$ cat config.mk
export PLATFORM = sky130hd
export DESIGN_NAME = matrix_keypad_scanner
export DESIGN_NICKNAME = d
export VERILOG_FILES = /design/src/mks_pkg.sv /design/src/mks_core.sv /design/src/mks_out_reg.sv /design/src/matrix_keypad_scanner.sv
export SDC_FILE = /design/constraint.sdc
export NUM_CORES = 1
export LEC_CHECK = 0
export CAP_MARGIN = 20
export CORE_UTILIZATION = 63
export CTS_CLUSTER_SIZE = 8
export DETAILED_ROUTE_END_ITERATION = 16
export DONT_BUFFER_PORTS = 1
export HOLD_SLACK_MARGIN = 0.08
export PLACE_DENSITY = 0.79
export SYNTH_ARGS = -nofsm -noshare
export SYNTH_HDL_FRONTEND = slang
export SYNTH_SLANG_ARGS = --single-unit
$ cat constraint.sdc
create_clock -name aclk -period 2.7 [get_ports aclk]
set_input_delay 0.135 -clock aclk [delete_from_list [all_inputs] [get_ports aclk]]
set_output_delay 0.135 -clock aclk [all_outputs]
set_load 0.03 [all_outputs]
$ cat src/mks_pkg.sv
package mks_pkg;

    // Configuration register map
    localparam int CFG_ADDR_W = 1;
    localparam int CFG_DATA_W = 16;
    localparam logic [CFG_ADDR_W-1:0] REG_DEBOUNCE = 1'd0;
    localparam logic [CFG_ADDR_W-1:0] REG_RELEASE  = 1'd1;

    localparam logic [15:0] DEBOUNCE_RESET = 16'd20;
    localparam logic [15:0] RELEASE_RESET  = 16'd50;

    // Fixed 4x4 keypad legend, row-major
    localparam logic [7:0] KEY_MAP [16] = '{
        8'h37, 8'h38, 8'h39, 8'h2F,   // 7 8 9 /
        8'h34, 8'h35, 8'h36, 8'h2A,   // 4 5 6 *
        8'h31, 8'h32, 8'h33, 8'h2D,   // 1 2 3 -
        8'h43, 8'h30, 8'h3D, 8'h2B    // C 0 = +
    };

    // One result item as it leaves the scanner core
    typedef struct packed {
        logic [3:0] row_drive;
        logic       key_valid;
        logic [7:0] key_code;
        logic [3:0] key_position;
    } mks_result_t;

    function automatic logic [7:0] key_char(input logic [1:0] row, input logic [1:0] col);
        return KEY_MAP[{row, col}];
    endfunction

endpackage

$ cat src/mks_core.sv
module mks_core #(
    parameter int ROWS = 4,
    parameter int COLS = 4
) (
    input  logic                           aclk,
    input  logic                           aresetn,
    input  logic                           cfg_wr_en,
    input  logic [mks_pkg::CFG_ADDR_W-1:0] cfg_addr,
    input  logic [mks_pkg::CFG_DATA_W-1:0] cfg_wdata,
    input  logic                           item_accept,
    input  logic [3:0]                     column_lines,
    output mks_pkg::mks_result_t           result_next
);
    import mks_pkg::*;

    localparam int RW = $clog2(ROWS);
    localparam int CW = $clog2(COLS);
    localparam int RCW = $clog2(COLS + 1);
    localparam int LW = (COLS > 4) ? COLS : 4;

    typedef enum logic [1:0] {
        PH_SCAN,
        PH_DEBOUNCE,
        PH_RELEASE,
        PH_HOLDOFF
    } phase_t;

    phase_t          phase_reg, phase_next;
    logic [RW-1:0]   row_reg, row_next;
    logic [RCW-1:0]  resume_reg, resume_next;
    logic [CW-1:0]   cand_reg, cand_next;
    logic [15:0]     wait_reg, wait_next;
    logic [15:0]     debounce_reg;
    logic [15:0]     release_reg;

    logic [LW-1:0]   press_ext;
    logic [COLS-1:0] pressed;
    logic [COLS-1:0] scan_mask;
    logic [COLS-1:0] scan_hits;
    logic            scan_found;
    logic [CW-1:0]   scan_col;
    logic            cand_low;
    logic [RW-1:0]   row_inc;
    logic            report;
    logic [7:0]      row_bit;
    logic [7:0]      pos_full;

    // Columns beyond the four physical lines read as released
    assign press_ext = LW'(~column_lines);
    assign pressed   = press_ext[COLS-1:0];
    assign cand_low  = pressed[cand_reg];

    // Lowest pressed column at or after the resume point
    assign scan_mask = {COLS{1'b1}} << resume_reg;
    assign scan_hits = pressed & scan_mask;
    assign scan_found = |scan_hits;
    always_comb begin
        scan_col = '0;
        for (int c = COLS - 1; c >= 0; c--) begin
            if (scan_hits[c]) begin
                scan_col = CW'(c);
            end
        end
    end

    assign row_inc = (row_reg == RW'(ROWS - 1)) ? '0 : row_reg + 1'b1;

    // Next-state logic for one tick
    always_comb begin
        phase_next  = phase_reg;
        row_next    = row_reg;
        resume_next = resume_reg;
        cand_next   = cand_reg;
        wait_next   = wait_reg;
        report      = 1'b0;
        case (phase_reg)
            PH_SCAN: begin
                if (scan_found) begin
                    cand_next  = scan_col;
                    wait_next  = debounce_reg;
                    phase_next = PH_DEBOUNCE;
                end else begin
                    row_next    = row_inc;
                    resume_next = '0;
                end
            end
            PH_DEBOUNCE: begin
                if (wait_reg != '0) begin
                    wait_next = wait_reg - 1'b1;
                end else if (cand_low) begin
                    phase_next = PH_RELEASE;
                end else begin
                    phase_next = PH_SCAN;
                    if (cand_reg == CW'(COLS - 1)) begin
                        row_next    = row_inc;
                        resume_next = '0;
                    end else begin
                        resume_next = RCW'(cand_reg) + 1'b1;
                    end
                end
            end
            PH_RELEASE: begin
                if (!cand_low) begin
                    wait_next  = release_reg;
                    phase_next = PH_HOLDOFF;
                end
            end
            PH_HOLDOFF: begin
                if (wait_reg != '0) begin
                    wait_next = wait_reg - 1'b1;
                end else begin
                    report      = 1'b1;
                    phase_next  = PH_SCAN;
                    row_next    = '0;
                    resume_next = '0;
                end
            end
            default: begin
                phase_next = PH_SCAN;
            end
        endcase
    end

    // Result item: row drive follows the updated row, key fields the old one
    assign row_bit  = 8'(1) << row_next;
    assign pos_full = 8'(row_reg) * 8'(COLS) + 8'(cand_reg);

    always_comb begin
        result_next.row_drive    = ~row_bit[3:0];
        result_next.key_valid    = report;
        result_next.key_code     = '0;
        result_next.key_position = '0;
        if (report) begin
            result_next.key_position = pos_full[3:0];
            if ((4'(row_reg) < 4'd4) && (4'(cand_reg) < 4'd4)) begin
                result_next.key_code = key_char(2'(row_reg), 2'(cand_reg));
            end
        end
    end

    // Scan state and configuration registers
    always_ff @(posedge aclk) begin
        if (!aresetn) begin
            phase_reg    <= PH_SCAN;
            row_reg      <= '0;
            resume_reg   <= '0;
            cand_reg     <= '0;
            wait_reg     <= '0;
            debounce_reg <= DEBOUNCE_RESET;
            release_reg  <= RELEASE_RESET;
        end else begin
            if (item_accept) begin
                phase_reg  <= phase_next;
                row_reg    <= row_next;
                resume_reg <= resume_next;
                cand_reg   <= cand_next;
                wait_reg   <= wait_next;
            end
            if (cfg_wr_en) begin
                case (cfg_addr)
                    REG_DEBOUNCE: debounce_reg <= cfg_wdata;
                    REG_RELEASE:  release_reg  <= cfg_wdata;
                    default: ;
                endcase
            end
        end
    end

endmodule

$ cat src/mks_out_reg.sv
module mks_out_reg (
    input  logic                 aclk,
    input  logic                 aresetn,
    input  logic                 in_valid,
    output logic                 in_ready,
    input  mks_pkg::mks_result_t in_result,
    output logic                 out_valid,
    input  logic                 out_ready,
    output mks_pkg::mks_result_t out_result
);
    import mks_pkg::*;

    logic        valid_reg;
    mks_result_t result_reg;

    // Take a new item whenever the held one is gone or leaving now
    assign in_ready   = !valid_reg || out_ready;
    assign out_valid  = valid_reg;
    assign out_result = result_reg;

    always_ff @(posedge aclk) begin
        if (!aresetn) begin
            valid_reg <= 1'b0;
        end else if (in_ready) begin
            valid_reg <= in_valid;
        end
    end

    always_ff @(posedge aclk) begin
        if (in_valid && in_ready) begin
            result_reg <= in_result;
        end
    end

endmodule

$ cat src/matrix_keypad_scanner.sv
// Matrix keypad scanner: each input item is one scan tick carrying the sampled
// column lines (active low), which answer the row drive of the previous result.
// Every accepted tick yields exactly one result item holding the new row drive
// and, on the tick a debounced and released key is confirmed, its keymap code
// and position with the valid flag set in tuser. One tick is accepted per clock
// cycle and its result appears in the next cycle: the result is computed
// combinationally and sits in one output register, which takes a new
// item in the same cycle the held one leaves, so the input stalls only while a
// result is held and not taken. Debounce and release hold-off times are counted
// in ticks and set through the config port (index 0 debounce, index 1 release);
// write them only while idle.
module matrix_keypad_scanner #(
    parameter int ROWS = 4,
    parameter int COLS = 4
) (
    input  logic                           aclk,
    input  logic                           aresetn,
    // Configuration writes
    input  logic                           cfg_wr_en,
    input  logic [mks_pkg::CFG_ADDR_W-1:0] cfg_addr,
    input  logic [mks_pkg::CFG_DATA_W-1:0] cfg_wdata,
    // Tick input
    input  logic                           s_axis_tvalid,
    output logic                           s_axis_tready,
    input  logic [7:0]                     s_axis_tdata,   // [3:0] column_lines, [7:4] zero
    // Result output
    output logic                           m_axis_tvalid,
    input  logic                           m_axis_tready,
    output logic [15:0]                    m_axis_tdata,   // [3:0] row_drive, [11:4] key_code,
                                                           // [15:12] key_position
    output logic                           m_axis_tuser    // [0] key_valid
);
    import mks_pkg::*;

    mks_result_t result_next;
    mks_result_t result_q;
    logic        item_accept;

    assign item_accept = s_axis_tvalid && s_axis_tready;

    mks_core #(
        .ROWS (ROWS),
        .COLS (COLS)
    ) u_core (
        .aclk         (aclk),
        .aresetn      (aresetn),
        .cfg_wr_en    (cfg_wr_en),
        .cfg_addr     (cfg_addr),
        .cfg_wdata    (cfg_wdata),
        .item_accept  (item_accept),
        .column_lines (s_axis_tdata[3:0]),
        .result_next  (result_next)
    );

    mks_out_reg u_out_reg (
        .aclk       (aclk),
        .aresetn    (aresetn),
        .in_valid   (s_axis_tvalid),
        .in_ready   (s_axis_tready),
        .in_result  (result_next),
        .out_valid  (m_axis_tvalid),
        .out_ready  (m_axis_tready),
        .out_result (result_q)
    );

    // Pack the result item
    assign m_axis_tdata = {result_q.key_position, result_q.key_code, result_q.row_drive};
    assign m_axis_tuser = result_q.key_valid;

endmodule

==> Word-level counts from Yosys, hierarchy flattened <==
Memory sizes are Yosys's and may differ from the RTL's. A register that Yosys moved wholly into a read port is not among the register bits.
Cells that the tools add are included.
{ "word_totals": {"ff_bits": 67, "latchBits": 0, "mem_bits_rw": 0, "romBits": 128, "inputBits": 30, "out_inout_bits": 19, "word_cells": 82, "mem_count": 1} }
{ "classes": {"add_sub_neg": 4, "n_mul": 0, "div_mod_pow": 0, "magnitude_cmp": 1, "eq_ne": 12, "shifts": 2, "muxes": 31, "bitwise": 5, "reduce_logical": 15} }
{ "mem_list": {"columns": ["name", "words", "width", "rd", "rd_ports_with_merged_regs", "write_ports", "line_no", "text"], "rows": [
  ["(name not given)", 16, 8, 1, 1, 0, "mks_pkg.sv:29", "return KEY_MAP[{row, col}];"]
]} }
{ "ops": {"columns": ["operator", "n"], "rows": [
  ["$mux 16", 3],
  ["$pmux 16 s3", 1],
  ["$mux 2", 15],
  ["$reduce_bool 16->1", 1],
  ["$sub 16x1->16 const B", 1],
  ["$mux 3", 5],
  ["$ne 2x2->1 const B", 5],
  ["$pmux 3 s3", 1],
  ["$eq 2x2->1 const B", 4],
  ["$not 4->4", 2],
  ["$pmux 2 s4", 1],
  ["$pmux 2 s3", 1],
  ["$reduce_and 6->1", 1],
  ["$not 4->5", 1],
  ["$reduce_and 5->1", 1],
  ["$add 4x2->4", 1],
  ["$and 4x4->4", 1],
  ["$ne 2x1->1 const B", 2],
  ["$reduce_and 2->1", 2],
  ["$reduce_and 4->1", 1],
  ["$reduce_or 4->1", 1],
  ["$shl 1x2->4 const A", 1],
  ["$shl 4x3->4 const A", 1],
  ["$add 2x1->3 const B", 1],
  ["13 further kinds", 16]
]} }

==> Longest topological paths before layout <==
Gate-level depths: netlist (run 1).
{ "depth": {"ltp_word": 8, "ltp_mapped": 8} }

==> By module <==
A second synthesis (run 1) with hierarchy kept.
{ "hier_totals": {"hier_cells": 452, "hier_area_um2": 3821.2} }
{ "modules_own_cells": {"columns": ["mod", "instances", "cells_per_inst", "area_per_inst_um2", "seq_area_each_um2"], "rows": [
  ["mks_core", 1, 429, 3246.9, 1121.1],
  ["mks_out_reg", 1, 22, 568.0, 530.5],
  ["matrix_keypad_scanner", 1, 1, 6.3, 0.0]
]} }

==> Least setup slack after synthesis (run 1) <==
No wires, ideal clock.
{ "synth_timing": {"kind": "register to register", "from": "register u_out_reg.valid_reg (netlist: u_out_reg.out_valid)", "to": "register u_core.wait_reg[0]", "setup_ns": 0.070, "arrival_time_ns": 2.139, "t_required_ns": 2.630, "setup_slack_ns": 0.491, "path_stages_with_launch": 8, "synth_period_minus_slack_ns": 2.209, "path_cell_list": "dfxtp_1 -> nand2b_1 -> nand2_1 -> inv_1 -> o211ai_2 -> buf_2 -> a211o_1 -> a21oi_1"} }
{ "synth_via": {"elab_chain_cells": 4} }
{ "synth_lines": {"columns": ["item", "line_no", "text"], "rows": [
  ["start: declaration", "mks_out_reg.sv:13", "logic valid_reg;"],
  ["start signal: assignment", "mks_out_reg.sv:25", "valid_reg <= in_valid;"],
  ["$logic_not 1->1", "mks_out_reg.sv:17", "assign in_ready = !valid_reg || out_ready;"],
  ["$logic_or 1x1->1", "mks_out_reg.sv:17", null],
  ["via s_axis_tready", "matrix_keypad_scanner.sv:24", "output logic s_axis_tready,"],
  ["$logic_and 1x1->1", "matrix_keypad_scanner.sv:39", "assign item_accept = s_axis_tvalid && s_axis_tready;"],
  ["via item_accept", "matrix_keypad_scanner.sv:37", "logic item_accept;"],
  ["$reduce_and 4->1 (no line)", null, null],
  ["end signal: assignment", "mks_core.sv:157", "wait_reg <= wait_next;"],
  ["end: declaration", "mks_core.sv:32", "logic [15:0] wait_reg, wait_next;"]
]} }
The timed path passes the listed nets, and every way through them passes these cells.
A chain may end at the register's enable or synchronous reset.

==> reports/summary.log, run 1 <==
[yosys] portion of synthesized cell area occupied by the leading cell type 30.5%
[timing] share of the cycle needed by the critical path after routing 82.8%
[yosys] proportion of synthesized flip-flops having asynchronous set or reset 0%
[timing] Hold Fails Final Rpt 0
[timing] PnR worst setup slack 0.464 ns
[routing] number of design-rule violations left by the first detailed-router iteration 236
[pwr] leakage power figure 1.57 nW
[grt] vias in the first global route 3122
[die] die outline area 6250 um^2
[critical_path] CP startpoint kind flop
[yosys] Synth Instances 445
[pwr] power per cell area 654 nW/um^2
[cells_and_area] area of combinational cells with multiple inputs 1920 um^2
[routing] wire length per cell after detailed routing 16.4 um
[pwr] Switching Fraction 28.4%
[critical_path] Crit path required time 2.81 ns
[cells_and_area] fraction of final layout cells sized beyond drive strength 1 8.10%
[placement] PortBufs 0
[die] Core Footprint 5610 um^2
[yosys] number of flops mapped to enable cells by yosys 16
[cells_and_area] Design Area, Final 4180 um^2
[routing] detailed-route wire length 8680 um
[critical_path] worst reg2reg startpoint u_core.wait_reg[12]$_SDFFE_PN0P_
[cells_and_area] fillers 420
[pwr] part of the total power dissipated in the clock network 36.7%
[yosys] prevailing post-synth register cell sky130_fd_sc_hd__dfxtp_1
[routing] drt first pass iters 5
[clock_tree] number of buffers on the longest clock path 2
[cells_and_area] total inserted antenna cells 0
[routing] via-per-instance ratio 6.30
[die] # IOs 49
[yosys] count of unique library cells instantiated by Yosys 56
[yosys] Syn Nets 483
[critical_path] crit-path max cell delay 0.62 ns
[timing] Setup-failing EPs final 0
[die] y dimension of the die 79.1 um
[placement] setup slack after placement 0.495 ns
[routing] Post-DRT Antenna Nets 0
[die] effective utilization at floorplan 66.8%
[placement] Placement Cell Area 3760 um^2
[yosys] Seq cells post-synth 73
[clock_tree] number of H-tree branching levels 3
[clock_tree] buffer cell driving the clock tree root sky130_fd_sc_hd__clkbuf_8
[cells_and_area] count of non-filler cells in the finished layout 529
[clock_tree] TritonCTS clock tree done
[pwr] Sw Pwr 0.775 mW
[pwr] relative contribution of sequential cells to total power 45.7%
[die] number of rows created at floorplan 27
[timing] setup_tns 0 ns
[timing] worst relative slew slack 38.4%
[critical_path] arrival time worst endpoint 2.35 ns
[routing] count of vias placed by the detailed router 3331
[pwr] combinational group share of total power 17.6%
[cells_and_area] Layout Nets 490
[clock_tree] clk sinks 73
[timing] highest clock rate 447 MHz
[timing] actual transition at the worst max-transition pin 0.921 ns
[grt] pin count of the biggest net entering global routing 42
[cells_and_area] Storage cell area 1620 um^2
[yosys] Avg Synthesized Cell Area 8.41 um^2
[placement] DP HPWL 5410 um
[critical_path] critical path class reg -> reg
[pwr] maximum vdd drop 0.530 mV
[grt] antenna violations before repair 0
[critical_path] launching instance or port of the critical path u_core.wait_reg[12]$_SDFFE_PN0P_
[flow_run] Max-Cap Viols 0
[grt] total global routing track utilization 29.8%
[placement] cell total after placement 494
[clock_tree] register clock-pin slew on the reported worst setup and hold paths 0.08 ns
[critical_path] cell with the largest stage delay on the worst path sky130_fd_sc_hd__nor4b_1
[status] outcome finished, final reports clean
[placement] last weighted congestion value of the routability-driven placer 0.823
[yosys] Ys Warns 0
[timing] Final Critical Period 2.24 ns
[cells_and_area] commonest non-fill, non-tap cell in the layout sky130_fd_sc_hd__nand2_1
[grt] total grt overflow 0
[yosys] Synth Cell Area 3740 um^2
[clock_tree] Worst-Skew Late Latency 0.35 ns
[timing] final max-slew violation count 0
[routing] DRC viols 0
[critical_path] Crit. End Element flop
[timing] setup repair after global routing missed its margin no
[timing] Clock Skew 0.0103 ns
[pwr] cell internal pwr 1.96 mW
[yosys] cell types with the largest area share after synthesis sky130_fd_sc_hd__dfxtp_1, sky130_fd_sc_hd__edfxtp_1, sky130_fd_sc_hd__nand2_1
[yosys] library cell with the largest summed area after synthesis sky130_fd_sc_hd__dfxtp_1
[critical_path] CP Cell Sequence nor4b_1, nand4_4, o21a_1, mux2i_1, or2_2
[yosys] sequential fraction of the synthesis area 43.3%
[worst_hold_path] worst min path class in -> reg
[critical_path] largest driver fanout on the critical path 7
[die] width of the chip 79.1 um
[grt] global-route wire length before repair 14400 um
[worst_hold_path] start point of the worst hold path s_axis_tdata[1]
[clock_tree] TritonCTS Buffers 9
[cells_and_area] Syn-to-layout area delta 11.8%
[cells_and_area] most frequent cells in the layout sky130_fd_sc_hd__nand2_1, sky130_fd_sc_hd__dfxtp_1, sky130_fd_sc_hd__a21oi_1, sky130_fd_sc_hd__nor2_1, sky130_fd_sc_hd__dlygate4sd3_1
repair_timing:
action                                 in CTS  in global routing
resized for setup                           0                  0
buffers inserted                            0                  0
endpoints found under the hold margin      47                  0
hold buffers                               19                  0
path summary, 6_finish.rpt:
| kind | endpoint | slack, ns | cells past startpoint |
|---|---|---|---|
| worst min register to register | u_core.debounce_reg[8]$_SDFFE_PN0P_ | 0.45 | 2 |
| worst max-delay path | u_out_reg.out_result[14]$_DFFE_PP_ | 0.46 | 5 |
| worst max register to register | u_out_reg.out_result[14]$_DFFE_PP_ | 0.46 | 5 |
| worst min-delay path | u_core.cand_reg[1]$_SDFFE_PN0P_ | 0.11 | 3 |
critical path, delay by kind of cell, from the launching register on:
family	cells	cell delay, ns
muxes	1	0.19
AOI/OAI and AO/OA	1	0.31
DFF	1	0.38
and+or+nand+nor	3	1.12
layout make-up:
| class | instances | area share [%] |
|---|---|---|
| Multi-Input combinational cell | 326 | 46.0 |
| Timing Repair Buffer | 28 | 6.16 |
| Tap cell | 72 | 2.15 |
| Clock buffer | 11 | 3.89 |
| Inverter | 14 | 1.26 |
| Clock inverter | 5 | 1.79 |
| Sequential cell | 73 | 38.8 |
cell usage after synthesis, types with 3 or more instances:
| cell type | count |
|---|---|
| sky130_fd_sc_hd__a211o_1 | 4 |
| sky130_fd_sc_hd__a211oi_1 | 6 |
| sky130_fd_sc_hd__a21oi_1 | 51 |
| sky130_fd_sc_hd__a31oi_1 | 6 |
| sky130_fd_sc_hd__and2_1 | 3 |
| sky130_fd_sc_hd__buf_2 | 5 |
| sky130_fd_sc_hd__clkbuf_1 | 22 |
| sky130_fd_sc_hd__dfxtp_1 | 57 |
| sky130_fd_sc_hd__edfxtp_1 | 16 |
| sky130_fd_sc_hd__ha_1 | 8 |
| sky130_fd_sc_hd__inv_1 | 13 |
| sky130_fd_sc_hd__mux2i_1 | 16 |
| sky130_fd_sc_hd__nand2_1 | 94 |
| sky130_fd_sc_hd__nand2b_1 | 4 |
| sky130_fd_sc_hd__nand3_1 | 14 |
| sky130_fd_sc_hd__nand4_1 | 3 |
| sky130_fd_sc_hd__nor2_1 | 26 |
| sky130_fd_sc_hd__nor2b_1 | 5 |
| sky130_fd_sc_hd__nor3_1 | 10 |
| sky130_fd_sc_hd__nor4_1 | 4 |
| sky130_fd_sc_hd__o21ai_0 | 15 |
| sky130_fd_sc_hd__o22ai_1 | 5 |
| sky130_fd_sc_hd__o31ai_1 | 6 |
| sky130_fd_sc_hd__o32ai_1 | 6 |
| sky130_fd_sc_hd__or2_2 | 3 |
logic make-up after synthesis:
kind of cell	count (synthesis)	synth area share (%)
and+or+nand+nor	180	23.2
other	1	0.100
xor gates and xnor gates	2	0.468
DFF	73	43.3
buffers and inverters	46	5.28
adders and majority gates	8	2.67
muxes	19	5.48
AOI/OAI and AO/OA	116	19.5
metrics by stage:
step,hold WS (ns),power (mW),util (%)
final,0.110,2.73,74.6
after CTS,0.101,2.73,74.6
after global placement,0.214,1.70,67.0
after floorplan,0.259,1.62,-
after detailed placement,0.218,1.71,67.0
after global routing,0.138,2.84,74.6
per-layer routing:
metal	share of wire (%)	vias to the layer above	global-route usage, %
met1	43	1585	36.9
met5	0	-	0
met3	6.1	21	6.67
met4	2.3	0	12.2
met2	48	134	50.2
li1	-	1591	-
power groups by stage:
stage	logic [mW]	registers, mW	clock network [mW]
2_1_floorplan	0.360	1.26	0
3_3_place_gp	0.426	1.27	0
6_report	0.480	1.25	1.00
3_5_place_dp	0.439	1.27	0
4_1_cts	0.472	1.25	1.01
5_1_grt	0.532	1.26	1.05
No activity file was read; power rests on OpenSTA's default activity.
==> run 2, diff against run 1 <==
Settings changed: CORE_UTILIZATION 63 to 57, PLACE_DENSITY 0.79 to 0.75.
Clock period 2.7 ns to 2 ns, I/O delays scaled along.
==> reports/summary.log, run 2 (synthesis results as in run 1) <==
[critical_path] cell with the largest stage delay on the worst path sky130_fd_sc_hd__dfxtp_2
[cells_and_area] count of non-filler cells in the finished layout 561
[placement] Placement Cell Area 3930 um^2
[routing] count of vias placed by the detailed router 3387
[clock_tree] TritonCTS Buffers 9
[clock_tree] register clock-pin slew on the reported worst setup and hold paths 0.08 ns
[cells_and_area] Layout Nets 517
[routing] Post-DRT Antenna Nets 0
[critical_path] most frequent cell on the critical path sky130_fd_sc_hd__buf_4
[grt] vias in the first global route 3122
[timing] setup_tns 0 ns
[routing] wire length per cell after detailed routing 15.5 um
[cells_and_area] final cell utilization of the core 70.5%
[routing] number of design-rule violations left by the first detailed-router iteration 231
[routing] drt first pass iters 5
[routing] via-per-instance ratio 6.04
[cells_and_area] commonest non-fill, non-tap cell in the layout sky130_fd_sc_hd__nand2_1
[placement] PortBufs 0
[status] outcome finished, final reports clean
[grt] pin count of the biggest net entering global routing 45
[critical_path] R2R setup slack 0.06 ns
[clock_tree] buffer cell driving the clock tree root sky130_fd_sc_hd__clkbuf_8
[critical_path] critical path class reg -> reg
[die] number of rows created at floorplan 29
[timing] worst relative slew slack 35.1%
[timing] final max-slew violation count 0
[timing] Clock Skew 0.00578 ns
[pwr] maximum vdd drop 0.650 mV
[flow_run] Max-Cap Viols 0
[cells_and_area] fillers 462
[critical_path] largest driver fanout on the critical path 4
[grt] antenna violations before repair 0
[die] die outline area 6900 um^2
[placement] cell total after placement 520
[die] effective utilization at floorplan 59.0%
[die] # IOs 49
[clock_tree] Worst-Skew Late Latency 0.36 ns
[grt] global-route wire length before repair 14500 um
[cells_and_area] total inserted antenna cells 0
[pwr] final total power 3.76 mW
[critical_path] Crit. End Element flop
[die] width of the chip 83.0 um
[timing] share of the cycle needed by the critical path after routing 97.2%
[cells_and_area] Design Area, Final 4470 um^2
[pwr] leakage power figure 1.71 nW
[die] y dimension of the die 83.0 um
[grt] total grt overflow 0
[critical_path] buffers and inverters on the worst path 3
[cells_and_area] fraction of final layout cells sized beyond drive strength 1 16.1%
[critical_path] Crit path required time 2.12 ns
[clock_tree] TritonCTS clock tree done
[clock_tree] number of buffers on the longest clock path 2
[placement] DP HPWL 5550 um
[timing] Setup-failing EPs final 0
[clock_tree] number of H-tree branching levels 3
[timing] Final Hold Slack 0.0857 ns
[placement] last weighted congestion value of the routability-driven placer 0.851
[timing] Final Critical Period 1.94 ns
[critical_path] CP startpoint kind flop
[critical_path] crit-path max cell delay 0.33 ns
[cells_and_area] Storage cell area 1630 um^2
[pwr] power per cell area 841 nW/um^2
[worst_hold_path] worst min path class in -> reg
[cells_and_area] most frequent cells in the layout sky130_fd_sc_hd__nand2_1, sky130_fd_sc_hd__dfxtp_1, sky130_fd_sc_hd__a21oi_1, sky130_fd_sc_hd__buf_4, sky130_fd_sc_hd__nor2_1
[critical_path] arrival time worst endpoint 2.07 ns
[routing] DRC viols 0
[timing] Hold Fails Final Rpt 0
[critical_path] CP Cell Sequence inv_2, ha_4, nor4b_4, buf_4, nand4_4, o21a_1, mux2i_2, buf_4, nand2b_4
[cells_and_area] area of combinational cells with multiple inputs 2000 um^2
[timing] PnR worst setup slack 0.0564 ns
[timing] highest clock rate 515 MHz
[die] Core Footprint 6350 um^2
[critical_path] top cell family by delay on the critical path simple AND/OR/NAND/NOR gates
[clock_tree] clk sinks 73
[grt] total global routing track utilization 26.0%
[cells_and_area] Syn-to-layout area delta 19.5%
[placement] setup slack after placement -0.0244 ns
[timing] setup repair after global routing missed its margin yes
[routing] detailed-route wire length 8720 um
[timing] actual transition at the worst max-transition pin 0.970 ns
## run 2: cell count changes in the layout (fill, tap and decap cells not counted), sizes merged
cell         change
dlygate4sd3      +2
buf             +25
clkinvlp         +1
bufinv           -1
## run 2: layer usage
layer  up-vias  GRT usage [%]  routed length [um]
li1       1655              -                   -
met1      1621           33.7                3960
met2        96           42.8                4290
met3        15           4.67                 309
met4         0           10.8                 163
met5         -              0                   0
## run 2: repair_timing
item,4_1_cts,5_1_grt
gates resized for setup,7,11
hold endpoints to repair,50,0
pin swaps,1,3
endpoints found under the setup margin,1,6
hold buffers,21,0
setup buffers,2,2
## run 2: final cells by class
cell class,instances,area share [%]
Multi-Input combinational cell,326,44.7
Sequential cell,73,36.3
Timing Repair Buffer,55,10.4
Clock buffer,11,3.89
Tap cell,77,2.15
Clock inverter,5,1.29
Inverter,14,1.26
## run 2: where the power goes
group / internal (mW) / switching [mW] / leakage, nW / total [mW]
sequential: 1.59 / 0.0841 / 0.619 / 1.67
combinational: 0.329 / 0.438 / 0.972 / 0.767
clock: 0.730 / 0.597 / 0.120 / 1.33
## run 2: worst paths after layout
kind,start,end,cells after the start
max,u_core.wait_reg[0]$_SDFFE_PN0P_,u_out_reg.out_result[13]$_DFFE_PP_,9
min reg2reg,u_core.release_reg[13]$_SDFFE_PN0P_,u_core.release_reg[13]$_SDFFE_PN0P_,2
min,cfg_wr_en,u_core.debounce_reg[0]$_SDFFE_PN0P_,3
max reg2reg,u_core.wait_reg[0]$_SDFFE_PN0P_,u_out_reg.out_result[13]$_DFFE_PP_,9
## run 2: worst reg2reg max path: cells and delay by family, from the launching register on
kind / cells / cell delay (ns)
compound gates: 1 / 0.25
simple gates: 3 / 0.42
mux: 1 / 0.17
flops: 1 / 0.33
fa+ha+maj: 1 / 0.12
buf+inv: 3 / 0.40
